==> config.mk <==
export PLATFORM = sky130hd
export DESIGN_NAME = utf8_stream_to_utf16_or_utf32
export DESIGN_NICKNAME = d
export VERILOG_FILES = /design/src/rtl/core/u8dec_pkg.sv /design/src/rtl/core/utf8_stream_to_utf16_or_utf32.sv
export SDC_FILE = /design/constraint.sdc
export NUM_CORES = 1
export LEC_CHECK = 0
export BUFFER_PORTS_ARGS = -buffer_cell sky130_fd_sc_hd__buf_2
export CAP_MARGIN = 10
export CORE_ASPECT_RATIO = 0.5
export CORE_MARGIN = 4
export CORE_UTILIZATION = 38
export DETAILED_ROUTE_END_ITERATION = 10
export PLACE_DENSITY = 0.57
export SYNTH_ARGS = -nofsm -noshare
export SYNTH_HDL_FRONTEND = slang
export SYNTH_SLANG_ARGS = --single-unit
==> constraint.sdc <==
create_clock -name i_clk -period 5.4 [get_ports i_clk]
set_input_delay 0.54 -clock i_clk [delete_from_list [all_inputs] [get_ports i_clk]]
set_output_delay 0.54 -clock i_clk [all_outputs]
set_load 0.02 [all_outputs]
==> src/rtl/core/u8dec_pkg.sv <==
`timescale 1ns / 1ps

package u8dec_pkg;

    localparam int CODE_W         = 31;
    localparam int TOTAL_W        = 20;
    localparam int TDATA_IN_W     = 8;
    localparam int TDATA_OUT_W    = 56;  // code + total, padded to bytes
    localparam int COUNT_BITS_DEF = 20;

    localparam logic [15:0] SUR_HI  = 16'hD800;
    localparam logic [15:0] SUR_LO  = 16'hDC00;
    localparam logic [19:0] SUR_OFS = 20'h10000;

    typedef struct packed {
        logic [TOTAL_W-1:0] total;
        logic               term;
        logic [CODE_W-1:0]  code;
    } t_result;

endpackage

==> src/rtl/core/utf8_stream_to_utf16_or_utf32.sv <==
`timescale 1ns / 1ps
// Accepted bytes are registered, then their words enter the output queue.
// Throughput: one byte per cycle while each byte yields one word or none and
//   the output does not stall; a byte that yields 2 or 3 words (surrogate
//   pair, terminator) may hold the input until the 3-entry queue has room.
// Reset: synchronous active-low i_rst_n clears decode state, the unit count
//   and the queue, and sets wide_output to 1 (UTF-32).
module utf8_stream_to_utf16_or_utf32 #(
    parameter int COUNT_BITS = u8dec_pkg::COUNT_BITS_DEF
) (
    input  logic                               i_clk,
    input  logic                               i_rst_n,
    // configuration: wide_output
    input  logic                               i_cfg_valid,
    output logic                               o_cfg_ready,
    input  logic                               i_cfg_data,
    // byte input
    input  logic                               i_s_tvalid,
    output logic                               o_s_tready,
    input  logic [u8dec_pkg::TDATA_IN_W-1:0]   i_s_tdata,  // [7:0] data_byte
    input  logic                               i_s_tlast,  // end_of_text
    // word output
    output logic                               o_m_tvalid,
    input  logic                               i_m_tready,
    output logic [u8dec_pkg::TDATA_OUT_W-1:0]  o_m_tdata,  // [30:0] code_unit,
                                                           // [50:31] total_units,
                                                           // [55:51] zero
    output logic                               o_m_tlast   // is_terminator
);

    localparam int CW = u8dec_pkg::CODE_W;
    localparam int TW = u8dec_pkg::TOTAL_W;

    // ---------------- registers ----------------
    logic                  r_wide;
    logic                  r_in_valid;
    logic [7:0]            r_in_byte;
    logic                  r_in_last;
    logic [CW-1:0]         r_acc,   n_acc;
    logic [2:0]            r_rem,   n_rem;
    logic [2:0]            r_len,   n_len;
    logic [COUNT_BITS-1:0] r_cnt,   n_cnt;
    logic                  r_ended, n_ended;
    u8dec_pkg::t_result    r_q [3];
    u8dec_pkg::t_result    n_q [3];
    logic [1:0]            r_q_cnt, n_q_cnt;

    // ---------------- decode of the held byte ----------------
    logic [2:0]            lead_len;
    logic [6:0]            lead_bits;
    logic                  lead_skip;
    logic [CW-1:0]         v_acc;
    logic                  code_go, term_go, pair;
    logic [1:0]            nu;
    logic [19:0]           sur_d;
    logic [CW-1:0]         u0, u1;
    logic [COUNT_BITS:0]   cnt_sum;
    logic [COUNT_BITS-1:0] cnt_mid;
    logic [31:0]           cnt_ext;
    u8dec_pkg::t_result    res [3];
    logic [1:0]            n_res;
    logic                  pop, move;
    logic [1:0]            q_base;
    logic [2:0]            q_need;

    assign o_cfg_ready = 1'b1;

    // lead byte classes; stray continuation and 0xFE/0xFF are skipped
    always_comb begin
        lead_skip = (r_in_byte[7:6] == 2'b10) || (r_in_byte[7:1] == 7'b1111111);
        if (!r_in_byte[7]) begin
            lead_len  = 3'd1;
            lead_bits = r_in_byte[6:0];
        end else if (r_in_byte[7:5] == 3'b110) begin
            lead_len  = 3'd2;
            lead_bits = {2'b0, r_in_byte[4:0]};
        end else if (r_in_byte[7:4] == 4'b1110) begin
            lead_len  = 3'd3;
            lead_bits = {3'b0, r_in_byte[3:0]};
        end else if (r_in_byte[7:3] == 5'b11110) begin
            lead_len  = 3'd4;
            lead_bits = {4'b0, r_in_byte[2:0]};
        end else if (r_in_byte[7:2] == 6'b111110) begin
            lead_len  = 3'd5;
            lead_bits = {5'b0, r_in_byte[1:0]};
        end else begin
            lead_len  = 3'd6;
            lead_bits = {6'b0, r_in_byte[0]};
        end
    end

    // sequence state update
    always_comb begin
        v_acc   = r_acc;
        n_rem   = r_rem;
        n_len   = r_len;
        n_ended = r_ended;
        code_go = 1'b0;
        term_go = 1'b0;
        if (!r_ended) begin
            if (r_rem != 3'd0) begin
                // continuation position: no check, low six bits shifted in
                v_acc = {r_acc[CW-7:0], r_in_byte[5:0]};
                n_rem = r_rem - 3'd1;
                code_go = (r_rem == 3'd1);
            end else if (r_in_byte == 8'd0) begin
                term_go = 1'b1;
            end else if (!lead_skip) begin
                n_len   = lead_len;
                v_acc   = CW'(lead_bits);
                n_rem   = lead_len - 3'd1;
                code_go = (lead_len == 3'd1);
            end
            if (r_in_last) begin
                term_go = 1'b1;  // a cut-short sequence is dropped here
            end
        end
        n_acc = v_acc;
        if (term_go) begin
            n_ended = 1'b1;
            n_rem   = 3'd0;
            n_len   = 3'd0;
            n_acc   = '0;
        end
    end

    // code emission: UTF-32 whole, UTF-16 one unit or a surrogate pair
    always_comb begin
        // only a completing continuation can close a 4- to 6-byte sequence
        pair  = !r_wide && (r_rem != 3'd0) && (r_len > 3'd3);
        // only the low 20 bits of the wrapped subtraction reach the output
        sur_d = v_acc[19:0] - u8dec_pkg::SUR_OFS;
        nu    = code_go ? (pair ? 2'd2 : 2'd1) : 2'd0;
        if (r_wide) begin
            u0 = v_acc;
        end else if (pair) begin
            u0 = CW'(u8dec_pkg::SUR_HI | {6'b0, sur_d[19:10]});
        end else begin
            u0 = CW'(v_acc[15:0]);
        end
        u1 = CW'(u8dec_pkg::SUR_LO | {6'b0, sur_d[9:0]});

        cnt_sum = {1'b0, r_cnt} + (COUNT_BITS + 1)'(nu);
        cnt_mid = cnt_sum[COUNT_BITS] ? {COUNT_BITS{1'b1}} : cnt_sum[COUNT_BITS-1:0];
        cnt_ext = 32'(cnt_mid);
    end

    // words of this byte in order: units first, then the terminator
    always_comb begin
        for (int i = 0; i < 3; i++) begin
            res[i].code  = '0;
            res[i].term  = 1'b1;
            res[i].total = cnt_ext[TW-1:0];
        end
        if (nu != 2'd0) begin
            res[0].code  = u0;
            res[0].term  = 1'b0;
            res[0].total = '0;
        end
        if (nu == 2'd2) begin
            res[1].code  = u1;
            res[1].term  = 1'b0;
            res[1].total = '0;
        end
        n_res = nu + {1'b0, term_go};
    end

    // output queue: head in entry 0, the held byte moves when all its words fit
    always_comb begin
        pop    = o_m_tvalid && i_m_tready;
        q_base = r_q_cnt - {1'b0, pop};
        q_need = {1'b0, q_base} + {1'b0, n_res};
        move   = r_in_valid && (q_need <= 3'd3);

        n_q     = r_q;
        n_q_cnt = q_base;
        if (pop) begin
            n_q[0] = r_q[1];
            n_q[1] = r_q[2];
        end
        if (move) begin
            for (int i = 0; i < 3; i++) begin
                if (2'(i) < n_res) begin
                    n_q[q_base + 2'(i)] = res[i];
                end
            end
            n_q_cnt = q_need[1:0];
        end
        n_cnt = move ? cnt_mid : r_cnt;
    end

    assign o_s_tready = !r_in_valid || move;
    assign o_m_tvalid = (r_q_cnt != 2'd0);
    assign o_m_tdata  = {5'b0, r_q[0].total, r_q[0].code};
    assign o_m_tlast  = r_q[0].term;

    always_ff @(posedge i_clk) begin
        if (!i_rst_n) begin
            r_wide     <= 1'b1;
            r_in_valid <= 1'b0;
            r_acc      <= '0;
            r_rem      <= '0;
            r_len      <= '0;
            r_cnt      <= '0;
            r_ended    <= 1'b0;
            r_q_cnt    <= '0;
        end else begin
            if (i_cfg_valid && o_cfg_ready) begin
                r_wide <= i_cfg_data;
            end
            if (o_s_tready) begin
                r_in_valid <= i_s_tvalid;
            end
            if (move) begin
                r_acc   <= n_acc;
                r_rem   <= n_rem;
                r_len   <= n_len;
                r_ended <= n_ended;
            end
            r_cnt   <= n_cnt;
            r_q_cnt <= n_q_cnt;
        end
    end

    // payload registers, no reset
    always_ff @(posedge i_clk) begin
        if (o_s_tready && i_s_tvalid) begin
            r_in_byte <= i_s_tdata;
            r_in_last <= i_s_tlast;
        end
        r_q <= n_q;
    end

endmodule

After elaboration in Yosys (flattened, before gate mapping)
Index checks and enable logic that the tools add are counted.

Output and inout port bits: 60. Word-level logic and storage cells: 133. Input port bits: 15. Register bits: 227.

Bitwise operators: 3. Reduce and logical (&&, ||, !) cells: 19. Multiplexer cells: 57. Add/sub/neg operators: 9. Eq/ne operators: 15. $lt $le $gt $ge: 11.

Operators by type and width (number): $mux W156 (6); $bwmux W156 (3); $demux W52 S2 (3); $mux W52 (5); $mux W31 (6); $mux W104 (1); $mux W3 (14); $add A20 B2 Y21 (1); $mux W20 (1); $sub A20 B17 Y20 const B (1); $mux W16 (1); $mux W2 (6); $ge A3 B3 Y1 const B (3); $lt A3 B1 Y1 const B (3); $not A2 Y3 (3); $logic_and A1 B1 Y1 (8); $logic_not A8 Y1 (1); $mux W1 (8); $eq A7 B7 Y1 const B (1); $mux W7 (1); $eq A3 B1 Y1 const B (2); $eq A6 B6 Y1 const B (1); $sub A3 B1 Y3 const B (2); $eq A5 B5 Y1 const B (1); 25 further kinds (32).

Longest topological paths before layout
Gate-level depths: netlist (run 1).

Word-level depth: 24. Mapped depth: 22. Depth with buffers taken out: 19.

Worst setup path before layout (run 1)
No wires, ideal clock.

Kind: reg2reg. Start: reg r_rem[0]. End: reg r_q[0] (netlist bit) (enable). Clock period less this slack: 5.677 ns. Slack: -0.277 ns. Data required time: 4.963 ns. Arrival: 5.240 ns. Cell stages (with the launch flop): 20. Library setup time: 0.437 ns. Buffers on the path: 6. Cells stage by stage: dfxtp_1 inv_1 ha_1 clkbuf_1 nor2b_1 clkbuf_1 a31o_2 a21o_1 clkbuf_1 nor2_1 ha_1 or3_1 buf_2 nand2_1 inv_1 fa_1 nand2_1 clkinv_1 buf_2 clkbuf_1.

Cells in the longest elaborated chain, start to end: 9. Elaborated cells on any way between the ends: 15. Those cells by class: 2 x add/sub; 1 x order compare; 1 x eq/ne; 7 x mux; 4 x reduce/logical.

RTL lines: from (decl) (RTL line utf8_stream_to_utf16_or_utf32.sv:40) `logic [2:0] r_rem, n_rem;`; from (signal assigned) (RTL line utf8_stream_to_utf16_or_utf32.sv:216) `r_rem <= n_rem;`; $reduce_bool A3 Y1 (RTL line utf8_stream_to_utf16_or_utf32.sv:101, utf8_stream_to_utf16_or_utf32.sv:130); $logic_and A1 B1 Y1 (2 in series) (RTL line utf8_stream_to_utf16_or_utf32.sv:130) `pair = !r_wide && (r_rem != 3'd0) && (r_len > 3'd3);`; $mux W2 (2 in series) (RTL line utf8_stream_to_utf16_or_utf32.sv:133) `nu = code_go ? (pair ? 2'd2 : 2'd1) : 2'd0;`; $add A2 B1 Y2 * (RTL line utf8_stream_to_utf16_or_utf32.sv:165) `n_res = nu + {1'b0, term_go};`; $add A2 B2 Y3 * (RTL line utf8_stream_to_utf16_or_utf32.sv:172) `q_need = {1'b0, q_base} + {1'b0, n_res};`; $le A3 B2 Y1 * (RTL line utf8_stream_to_utf16_or_utf32.sv:173) `move = r_in_valid && (q_need <= 3'd3);`; $logic_and A1 B1 Y1 * (RTL line utf8_stream_to_utf16_or_utf32.sv:173); via move (RTL line utf8_stream_to_utf16_or_utf32.sv:62) `logic pop, move;`; to (signal assigned) (RTL line utf8_stream_to_utf16_or_utf32.sv:231) `r_q <= n_q;`; to (decl) (RTL line utf8_stream_to_utf16_or_utf32.sv:44) `u8dec_pkg::t_result r_q [3];`.

The timed path passes the listed nets; every way through them passes the cells marked *. A chain may end at the register's enable or synchronous reset.

==> results of run 1 <==
-- registers in the layout, indices dropped and copies added (netlist names) --
register	flops
r_in_last	1
r_cnt	20
r_rem	3
r_in_valid	1
r_q	104
r_q_cnt	2
o_m_tlast	1
r_wide	1
r_ended	1
r_len	1
o_m_tdata	51
r_acc	25
r_in_byte	8
-- per-stage QoR --
stage | area [um2] | instances | setup slack [ps] | util [%] | power, mW
after floorplan | 11500 | 1271 | 308 | - | 4.21
after global routing | 12500 | 1654 | 108 | 42.6 | 6.55
final | 12500 | 1654 | 587 | 42.6 | 6.18
after CTS | 12500 | 1654 | 609 | 42.6 | 6.23
after detailed placement | 11800 | 1614 | 633 | 40.0 | 4.61
after global placement | 11800 | 1614 | 778 | 40.0 | 4.56
-- path summary, 6_finish.rpt --
| path | from | to | slack (ps) | depth (start not counted) |
|---|---|---|---|---|
| setup / recovery | r_rem[0] | r_q[55] | 590 | 19 |
| hold / removal | i_s_tdata[6] | r_in_byte[6] | 200 | 1 |
| setup reg to reg | r_rem[0] | r_q[55] | 590 | 19 |
| hold reg to reg | r_cnt[0] | r_cnt[0] | 460 | 2 |
-- cell families after synthesis --
kind of cell / synth area share, %
simple gates: 13.7
other cells: 0.0653
compound gates: 22.7
flops: 43.4
fa+ha+maj: 1.54
xor+xnor: 0.914
buf+inv: 8.09
mux: 9.61
-- routing by layer --
layer | global-route usage, % | vias to the layer above
met3 | 4.13 | 85
li1 | - | 4578
met5 | 0 | -
met2 | 32.9 | 310
met1 | 27.1 | 4598
met4 | 6.12 | 0
-- final cells by class --
cell class	instances	area [um2]	area share [%]
clock inverter	7	82.6	0.660
timing repair buffer	97	571	4.56
inverter	26	100	0.800
sequential	219	4990	39.9
clock buffer	33	664	5.31
multi-input combinational	881	5610	44.8
tap	391	489	3.91
-- cell usage in the layout, fill, tap and decap left out, types with 5 or more instances in the layout --
master / count
o21ai_1: 7
edfxtp_1: 61
clkbuf_16: 24
a32oi_1: 7
o21ai_0: 73
o22a_1: 7
a2bb2oi_1: 12
a21o_1: 13
mux2i_1: 106
nand2_1: 133
a22oi_1: 27
nor2_1: 109
a31oi_1: 5
buf_2: 68
o2bb2ai_1: 14
nand3_1: 44
o211ai_1: 7
a211oi_1: 17
nor4_1: 6
and3_1: 5
nor3_1: 14
nand4_1: 8
o22ai_1: 74
a21oi_1: 58
xor2_1: 8
ha_1: 11
o21a_1: 7
clkbuf_1: 6
conb_1: 6
nor2b_1: 6
o31ai_1: 8
dfxtp_1: 158
buf_4: 28
a221o_1: 5
a21boi_0: 5
inv_1: 22
-- power groups by stage --
| stage | clock [mW] | sequential (mW) | combinational, mW |
|---|---|---|---|
| 3_3_place_gp | 0 | 2.49 | 2.07 |
| 3_5_place_dp | 0 | 2.51 | 2.10 |
| 5_1_grt | 1.72 | 2.53 | 2.31 |
| 6_report | 1.61 | 2.47 | 2.09 |
| 4_1_cts | 1.65 | 2.48 | 2.10 |
| 2_1_floorplan | 0 | 2.41 | 1.80 |
==> flow_metrics.py, run 1 <==
metrics = {
    "drt": {
        "vias": 9571,
        "drt_iter0_markers": 762,
        "viasPerCell": 5.79,
        "drt-met1-wl_um": 15200,
        "wl_met2_um": 15600,
        "firstDrtPassIters": 5,
        "highest_layer": "met4",
        "wl_per_cell_um": 20.5,
        "ant_nets": 0,
        "wl_met3_um": 2200,
        "wl_um": 34000,
        "drc": 0,
    },
    "global_route": {
        "grt_pass1_wl_um": 53200,
        "grt_max_degree": 105,
        "track_usage_pct": 20.1,
        "grt_antenna_before_repair": 0,
        "grt_pass1_vias": 9255,
        "gr-total-overflow": 0,
    },
    "synth": {
        "ys_async_sr_fraction_pct": 0,
        "yosysMostFrequentCell": "dfxtp_1",
        "synth_top_cell_area_share_pct": 27.5,
        "synthTopCellsByArea": "dfxtp_1 27%, edfxtp_1 16%, mux2i_1 9.2%",
        "yosysWarnings": 0,
        "ys_seq_area_share_pct": 43.4,
        "yosys_most_used_dff": "dfxtp_1",
        "syn_area_um2": 11500,
        "synth_common_cells": "158 x dfxtp_1, 133 x nand2_1, 110 x nor2_1",
        "yosysTopAreaCell": "dfxtp_1",
        "synth_edf_count": 61,
        "synthCells": 1267,
        "synth.distinct_cells": 83,
        "synth_seq_cells": 219,
        "synth_area_per_cell_um2": 9.08,
    },
    "power_and_ir_drop": {
        "ir_drop_uv": 178,
        "power.clock.fraction_pct": 26.1,
        "p_comb_share_pct": 33.9,
        "p_seq_share_pct": 40.0,
        "cellPowerDensity_nw_per_um2": 494,
        "leakage_nw": 5.08,
        "p_int_mw": 3.96,
        "swShare_pct": 36.0,
        "switching_power_mw": 2.23,
    },
    "finish": {
        "n_antenna_cell": 0,
        "final_nets": 1275,
        "fillerInstances": 2936,
        "drive_gt1_share_pct": 12.6,
        "areaGrowthSynthToFinish_pct": 8.73,
    },
    "floorplanning": {
        "pin_count": 75,
        "fp.dieH_um": 131,
        "die_w_um": 254,
        "num_rows": 44,
        "coreArea_um2": 29400,
        "fp.dieArea_um2": 33300,
        "start_util_pct": 39.1,
    },
    "worst_setup_path": {
        "cp.required_ps": 5780,
        "cp_cell_sequence": "inv_1 -> ha_1 -> nor2b_1 -> buf_4 -> a31o_2 -> a21o_1 -> nor2_1 -> ha_1 -> or3_1 -> nand2_1 -> inv_1 -> fa_1 -> nand2_1 -> inv_4 -> buf_4 -> o21a_1 -> buf_4 -> a2bb2oi_1 -> o311ai_0",
        "slowest_delay_ps": 540,
        "path_class": "reg2reg",
        "cp_num_buf_inv": 6,
        "crit_family": "buffers and inverters",
        "crit_top_cell": "buf_4",
        "crit_path_end_kind": "register",
        "critical-path-slowest-cell": "buf_4",
        "cp-start-kind": "register",
        "cp.arrival_ps": 5190,
        "path_max_fanout": 51,
    },
    "clock_network": {
        "cts_root_buf": "clkbuf_16",
        "cts.htree.levels": 1,
        "clock_sinks": 219,
        "cts_setup_buffers": 0,
        "numCtsBuffers": 22,
        "cts_tree": "done",
        "cts.reportedPaths.clkPinSlew_ps": 60,
        "cts_resized": 0,
        "clk_path_buf_depth": 3,
        "clock_latency_ps": 530,
        "ctsHoldBuffers": 0,
    },
    "sta": {
        "final_hold_viol_count": 0,
        "clock_skew_ps": 14.8,
        "worst_slew_pin_slew_ps": 1250,
        "fin_setup_tns_ps": 0,
        "min_period_ps": 4810,
        "fmax_mhz": 208,
        "slew_headroom_pct": 15.8,
        "slew_violations": 0,
        "timing.hold.ws_ps": 196,
        "rsz0062_at_grt": "no",
        "finalSetupViolCount": 0,
        "fin_crit_sh_pct": 89.1,
    },
    "hold_path": {
        "hp-class": "in2reg",
    },
    "run_status": {
        "status": "finished, final reports clean",
    },
    "placement": {
        "gp_congestion": 0.945,
        "io_buffer_count": 68,
        "hpwl_um": 22800,
    },
    "run": {
        "cap_violations": 0,
    },
}
(Power assumes the default switching activity.)
==> run 2: changes to the inputs <==
PLACE_DENSITY = 0.55   (was 0.57)
RECOVER_POWER = 100   (was not set)
clock period = 4.93 ns   (was 5.4 ns; I/O delays follow)
==> flow_metrics.py, run 2 (same netlist as run 1, synthesis figures left out) <==
metrics = {
    "finish": {
        "final_cell_mix": "158 x dfxtp_1, 133 x nand2_1, 109 x nor2_1",
        "drive_gt1_share_pct": 8.80,
        "largest_register_ffs": 104,
        "areaGrowthSynthToFinish_pct": 8.35,
        "n_antenna_cell": 0,
        "fin_area_um2": 12500,
        "fillerInstances": 2954,
        "top_register": "r_q",
        "layout_commonest_cell": "dfxtp_1",
        "final_nets": 1285,
    },
    "floorplanning": {
        "die_w_um": 254,
        "start_util_pct": 39.1,
        "pin_count": 75,
        "coreArea_um2": 29400,
        "fp.dieArea_um2": 33300,
        "fp.dieH_um": 131,
        "num_rows": 44,
    },
    "sta": {
        "fmax_mhz": 216,
        "timing.final.ws_setup_ps": 298,
        "worst_slew_pin_slew_ps": 1160,
        "fin_setup_tns_ps": 0,
        "finalSetupViolCount": 0,
        "fin_crit_sh_pct": 93.9,
        "final_hold_viol_count": 0,
        "clock_skew_ps": 11.5,
        "slew_headroom_pct": 22.1,
        "slew_violations": 0,
        "timing.hold.ws_ps": 157,
        "min_period_ps": 4630,
        "rsz0062_at_grt": "no",
    },
    "worst_setup_path": {
        "path_max_fanout": 20,
        "path_class": "reg2reg",
        "cp-start-kind": "register",
        "crit_path_end_kind": "register",
        "cp.arrival_ps": 5000,
        "startpoint": "r_in_byte[6]",
        "rrSetupSlack_ps": 300,
        "cp.required_ps": 5290,
        "reg2reg_from": "r_in_byte[6]",
    },
    "drt": {
        "drc": 0,
        "drt_iter0_markers": 889,
        "wl_um": 34500,
        "wl_per_cell_um": 20.7,
        "viasPerCell": 5.80,
        "firstDrtPassIters": 5,
        "vias": 9651,
        "ant_nets": 0,
    },
    "power_and_ir_drop": {
        "cellPowerDensity_nw_per_um2": 539,
        "leakage_nw": 4.92,
        "p_comb_share_pct": 33.6,
        "power.clock.fraction_pct": 26.0,
        "switching_power_mw": 2.45,
        "p_seq_share_pct": 40.4,
        "p_int_mw": 4.27,
        "swShare_pct": 36.5,
        "ir_drop_uv": 189,
        "p_total_mw": 6.72,
    },
    "clock_network": {
        "ctsHoldBuffers": 0,
        "clock_sinks": 219,
        "cts_root_buf": "clkbuf_16",
        "cts.reportedPaths.clkPinSlew_ps": 60,
        "clk_path_buf_depth": 3,
        "numCtsBuffers": 22,
        "cts.htree.levels": 1,
        "cts_tree": "done",
        "clock_latency_ps": 520,
    },
    "global_route": {
        "grt_pass1_wl_um": 53500,
        "grt_max_degree": 69,
        "grt_antenna_before_repair": 0,
        "grt_pass1_vias": 9270,
        "gr-total-overflow": 0,
        "track_usage_pct": 20.3,
    },
    "hold_path": {
        "hp-class": "in2reg",
        "hp-start": "i_s_tlast",
    },
    "placement": {
        "dp_slack_ps": 471,
        "hpwl_um": 23200,
        "gp_congestion": 0.928,
        "io_buffer_count": 68,
        "place_area_um2": 11800,
    },
    "run_status": {
        "status": "finished, final reports clean",
    },
    "run": {
        "cap_violations": 0,
    },
}
[run 2: what timing repair did]
item	CTS	global route
setup endpoints to repair	0	18
setup buffers	0	0
gates resized for setup	0	2
[run 2: path summary, 6_finish.rpt]
path	cells past startpoint	to
setup reg to reg	11	r_q[98]
hold reg to reg	2	r_cnt[0]
setup / recovery	11	r_q[98]
hold / removal	1	r_in_last
[run 2: power by group through the flow]
stage                     sequential, mW  combinational (mW)  clock [mW]
after floorplan                     2.64                1.97           0
after global placement              2.73                2.28           0
after detailed placement            2.75                2.31           0
after CTS                           2.71                2.32        1.79
after global routing                2.77                2.48        1.86
final                               2.72                2.26        1.74
[run 2: final cells by class]
class / instances / area [um2] / area share, %
inverter: 26 / 100 / 0.803
timing repair buffer: 107 / 541 / 4.34
clock inverter: 7 / 66.3 / 0.532
sequential: 219 / 4990 / 40.1
multi-input combinational: 881 / 5590 / 44.8
clock buffer: 33 / 684 / 5.49
tap: 391 / 489 / 3.92
[run 2: through the flow]
step           instances  util [%]
2_1_floorplan       1271         -
3_5_place_dp        1624      40.2
3_3_place_gp        1624      40.2
6_report            1664      42.4
4_1_cts             1664      42.8
5_1_grt             1664      42.4
[run 2: layer usage]
layer,track usage [%],routed length [um]
met5,0,0
met4,5.64,837
met3,3.64,1900
met2,34.2,15800
met1,27.3,16000
[run 2: worst max-delay path: stages, from the launching register on]
cell and delay (ps):
edfxtp_1 530, nor4_1 560, a31o_2 350, a21o_1 130
nor2_1 60, ha_1 290, or3_1 410, clkbuf_1 380
a21oi_1 510, o21a_1 500, clkbuf_2 560, o22ai_1 190
==> run 3: changes to the inputs <==
CELL_PAD_IN_SITES_DETAIL_PLACEMENT = 1   (was not set)
CELL_PAD_IN_SITES_GLOBAL_PLACEMENT = 1   (was not set)
PLACE_DENSITY = 0.68   (was 0.55)
==> flow_metrics.py, run 3 (same netlist as run 1, synthesis figures left out) <==
metrics = {
    "run_status": {
        "status": "finished, final reports clean",
    },
    "finish": {
        "largest_register_ffs": 104,
        "n_antenna_cell": 0,
        "top_register": "r_q",
        "areaGrowthSynthToFinish_pct": 8.33,
        "final_cell_mix": "158 x dfxtp_1, 133 x nand2_1, 109 x nor2_1",
        "final_nets": 1286,
        "drive_gt1_share_pct": 8.63,
        "fillerInstances": 3417,
        "utilization_pct": 42.4,
        "layout_commonest_cell": "dfxtp_1",
    },
    "worst_setup_path": {
        "r2r-end": "o_m_tdata[6]",
        "crit_path_end_kind": "register",
        "reg2reg_from": "r_in_byte[2]",
        "crit_family": "simple AND/OR/NAND/NOR gates",
        "rrSetupSlack_ps": 310,
        "crit_top_cell": "nand2_1",
        "cp_cell_sequence": "nor4_1 -> a31o_1 -> a21o_1 -> nor2_1 -> ha_1 -> or3_1 -> nand2_1 -> inv_1 -> fa_1 -> nand2_1 -> buf_4 -> nor2_1 -> nand2_1 -> o22ai_1 -> a21o_1",
        "ff2ff_path_depth": 15,
        "cp-start-kind": "register",
        "cp_num_buf_inv": 2,
        "cp.required_ps": 5360,
        "slowest_delay_ps": 570,
        "path_max_fanout": 40,
        "cp.arrival_ps": 5060,
        "path_class": "reg2reg",
        "critical-path-slowest-cell": "nor4_1",
    },
    "power_and_ir_drop": {
        "ir_drop_uv": 208,
        "swShare_pct": 37.4,
        "cellPowerDensity_nw_per_um2": 547,
        "p_seq_share_pct": 40.0,
        "p_comb_share_pct": 33.7,
        "power.clock.fraction_pct": 26.3,
        "switching_power_mw": 2.55,
        "leakage_nw": 4.92,
        "p_int_mw": 4.27,
    },
    "global_route": {
        "grt_pass1_vias": 9950,
        "grt_max_degree": 54,
        "track_usage_pct": 22.1,
        "grt_pass1_wl_um": 58400,
        "grt_antenna_before_repair": 0,
        "gr-max-usage-layer": "met2",
        "use_met3_pct": 3.07,
        "grt_util_met1_pct": 29.8,
        "gr-usage-met2_pct": 38.0,
        "gr-total-overflow": 0,
    },
    "sta": {
        "fmax_mhz": 216,
        "slew_violations": 0,
        "fin_crit_sh_pct": 93.8,
        "min_period_ps": 4620,
        "final_hold_viol_count": 0,
        "timing.hold.ws_ps": 138,
        "fin_setup_tns_ps": 0,
        "finalSetupViolCount": 0,
        "slew_headroom_pct": 31.5,
        "clock_skew_ps": 13.6,
        "worst_slew_pin_slew_ps": 1020,
        "rsz0062_at_grt": "no",
    },
    "clock_network": {
        "cts.htree.levels": 1,
        "cts_tree": "done",
        "clk_path_buf_depth": 3,
        "cts.reportedPaths.clkPinSlew_ps": 60,
        "numCtsBuffers": 23,
        "cts_setup_buffers": 0,
        "clock_latency_ps": 540,
        "cts_root_buf": "clkbuf_16",
        "clock_sinks": 219,
    },
    "drt": {
        "vias": 9802,
        "ant_nets": 0,
        "drc": 0,
        "wl_per_cell_um": 22.3,
        "wl_um": 37100,
        "drt_iter0_markers": 626,
        "firstDrtPassIters": 4,
        "viasPerCell": 5.88,
    },
    "placement": {
        "gp_congestion": 0.934,
        "hpwl_um": 25100,
        "io_buffer_count": 68,
    },
    "run": {
        "cap_violations": 0,
    },
    "floorplanning": {
        "coreArea_um2": 29400,
        "start_util_pct": 39.1,
        "pin_count": 75,
        "fp.dieH_um": 131,
        "die_w_um": 254,
        "num_rows": 44,
        "fp.dieArea_um2": 33300,
    },
    "hold_path": {
        "worstHoldEndpoint": "r_in_last",
        "hp-start": "i_s_tlast",
        "min_delay_path_depth": 1,
        "hp-class": "in2reg",
    },
}
[run 3: metrics by stage]
stage / power (mW) / std cells / worst slack, ps / area, um2
floorplan: 4.61 / 1271 / 150 / 11500
global route: 7.23 / 1666 / 13.8 / 12500
global placement: 5.02 / 1624 / 594 / 11800
finish: 6.82 / 1666 / 306 / 12500
detailed placement: 5.11 / 1624 / 369 / 11800
CTS: 6.93 / 1666 / 326 / 12600
[run 3: power by group through the flow]
stage          Clock [mW]  Combinational (mW)  Sequential [mW]
6_report             1.79                2.30             2.73
5_1_grt              1.91                2.54             2.79
4_1_cts              1.83                2.37             2.72
3_5_place_dp            0                2.36             2.75
3_3_place_gp            0                2.29             2.73
2_1_floorplan           0                1.97             2.64
[run 3: timing repair]
| action | 4_1_cts | 5_1_grt |
|---|---|---|
| resized for setup | 0 | 1 |
| hold buffers | 0 | 0 |
| endpoints found under the setup margin | 0 | 10 |
[run 3: layout make-up]
cell class,instances,area [um2],share of cell area [%]
well taps,391,489,3.93
multi-input cells,881,5590,44.8
repair buffers,107,542,4.35
clock inverters,11,144,1.15
clock buffers,31,606,4.86
inverters,26,100,0.803
flip-flops and latches,219,4990,40.1
[run 3: layer usage]
| metal | vias up | wire length (um) |
|---|---|---|
| li1 | 4588 | - |
| met1 | 4968 | 17500 |
| met2 | 182 | 17400 |
| met3 | 64 | 1350 |
| met4 | 0 | 857 |
| met5 | - | 0 |
[run 3: how the worst max path moves through the flow]
stage | startpoint | to | slack (ps) | cells after the start
floorplan | r_rem[0] | r_q[0] | 150 | 19
global placement | r_in_byte[4] | r_q[64] | 590 | 17
detailed placement | r_in_byte[4] | r_q[64] | 370 | 17
CTS | r_in_byte[4] | r_q[64] | 330 | 17
global route | r_in_byte[4] | r_q[79] | 10 | 18
finish | r_in_byte[2] | o_m_tdata[6] | 310 | 15
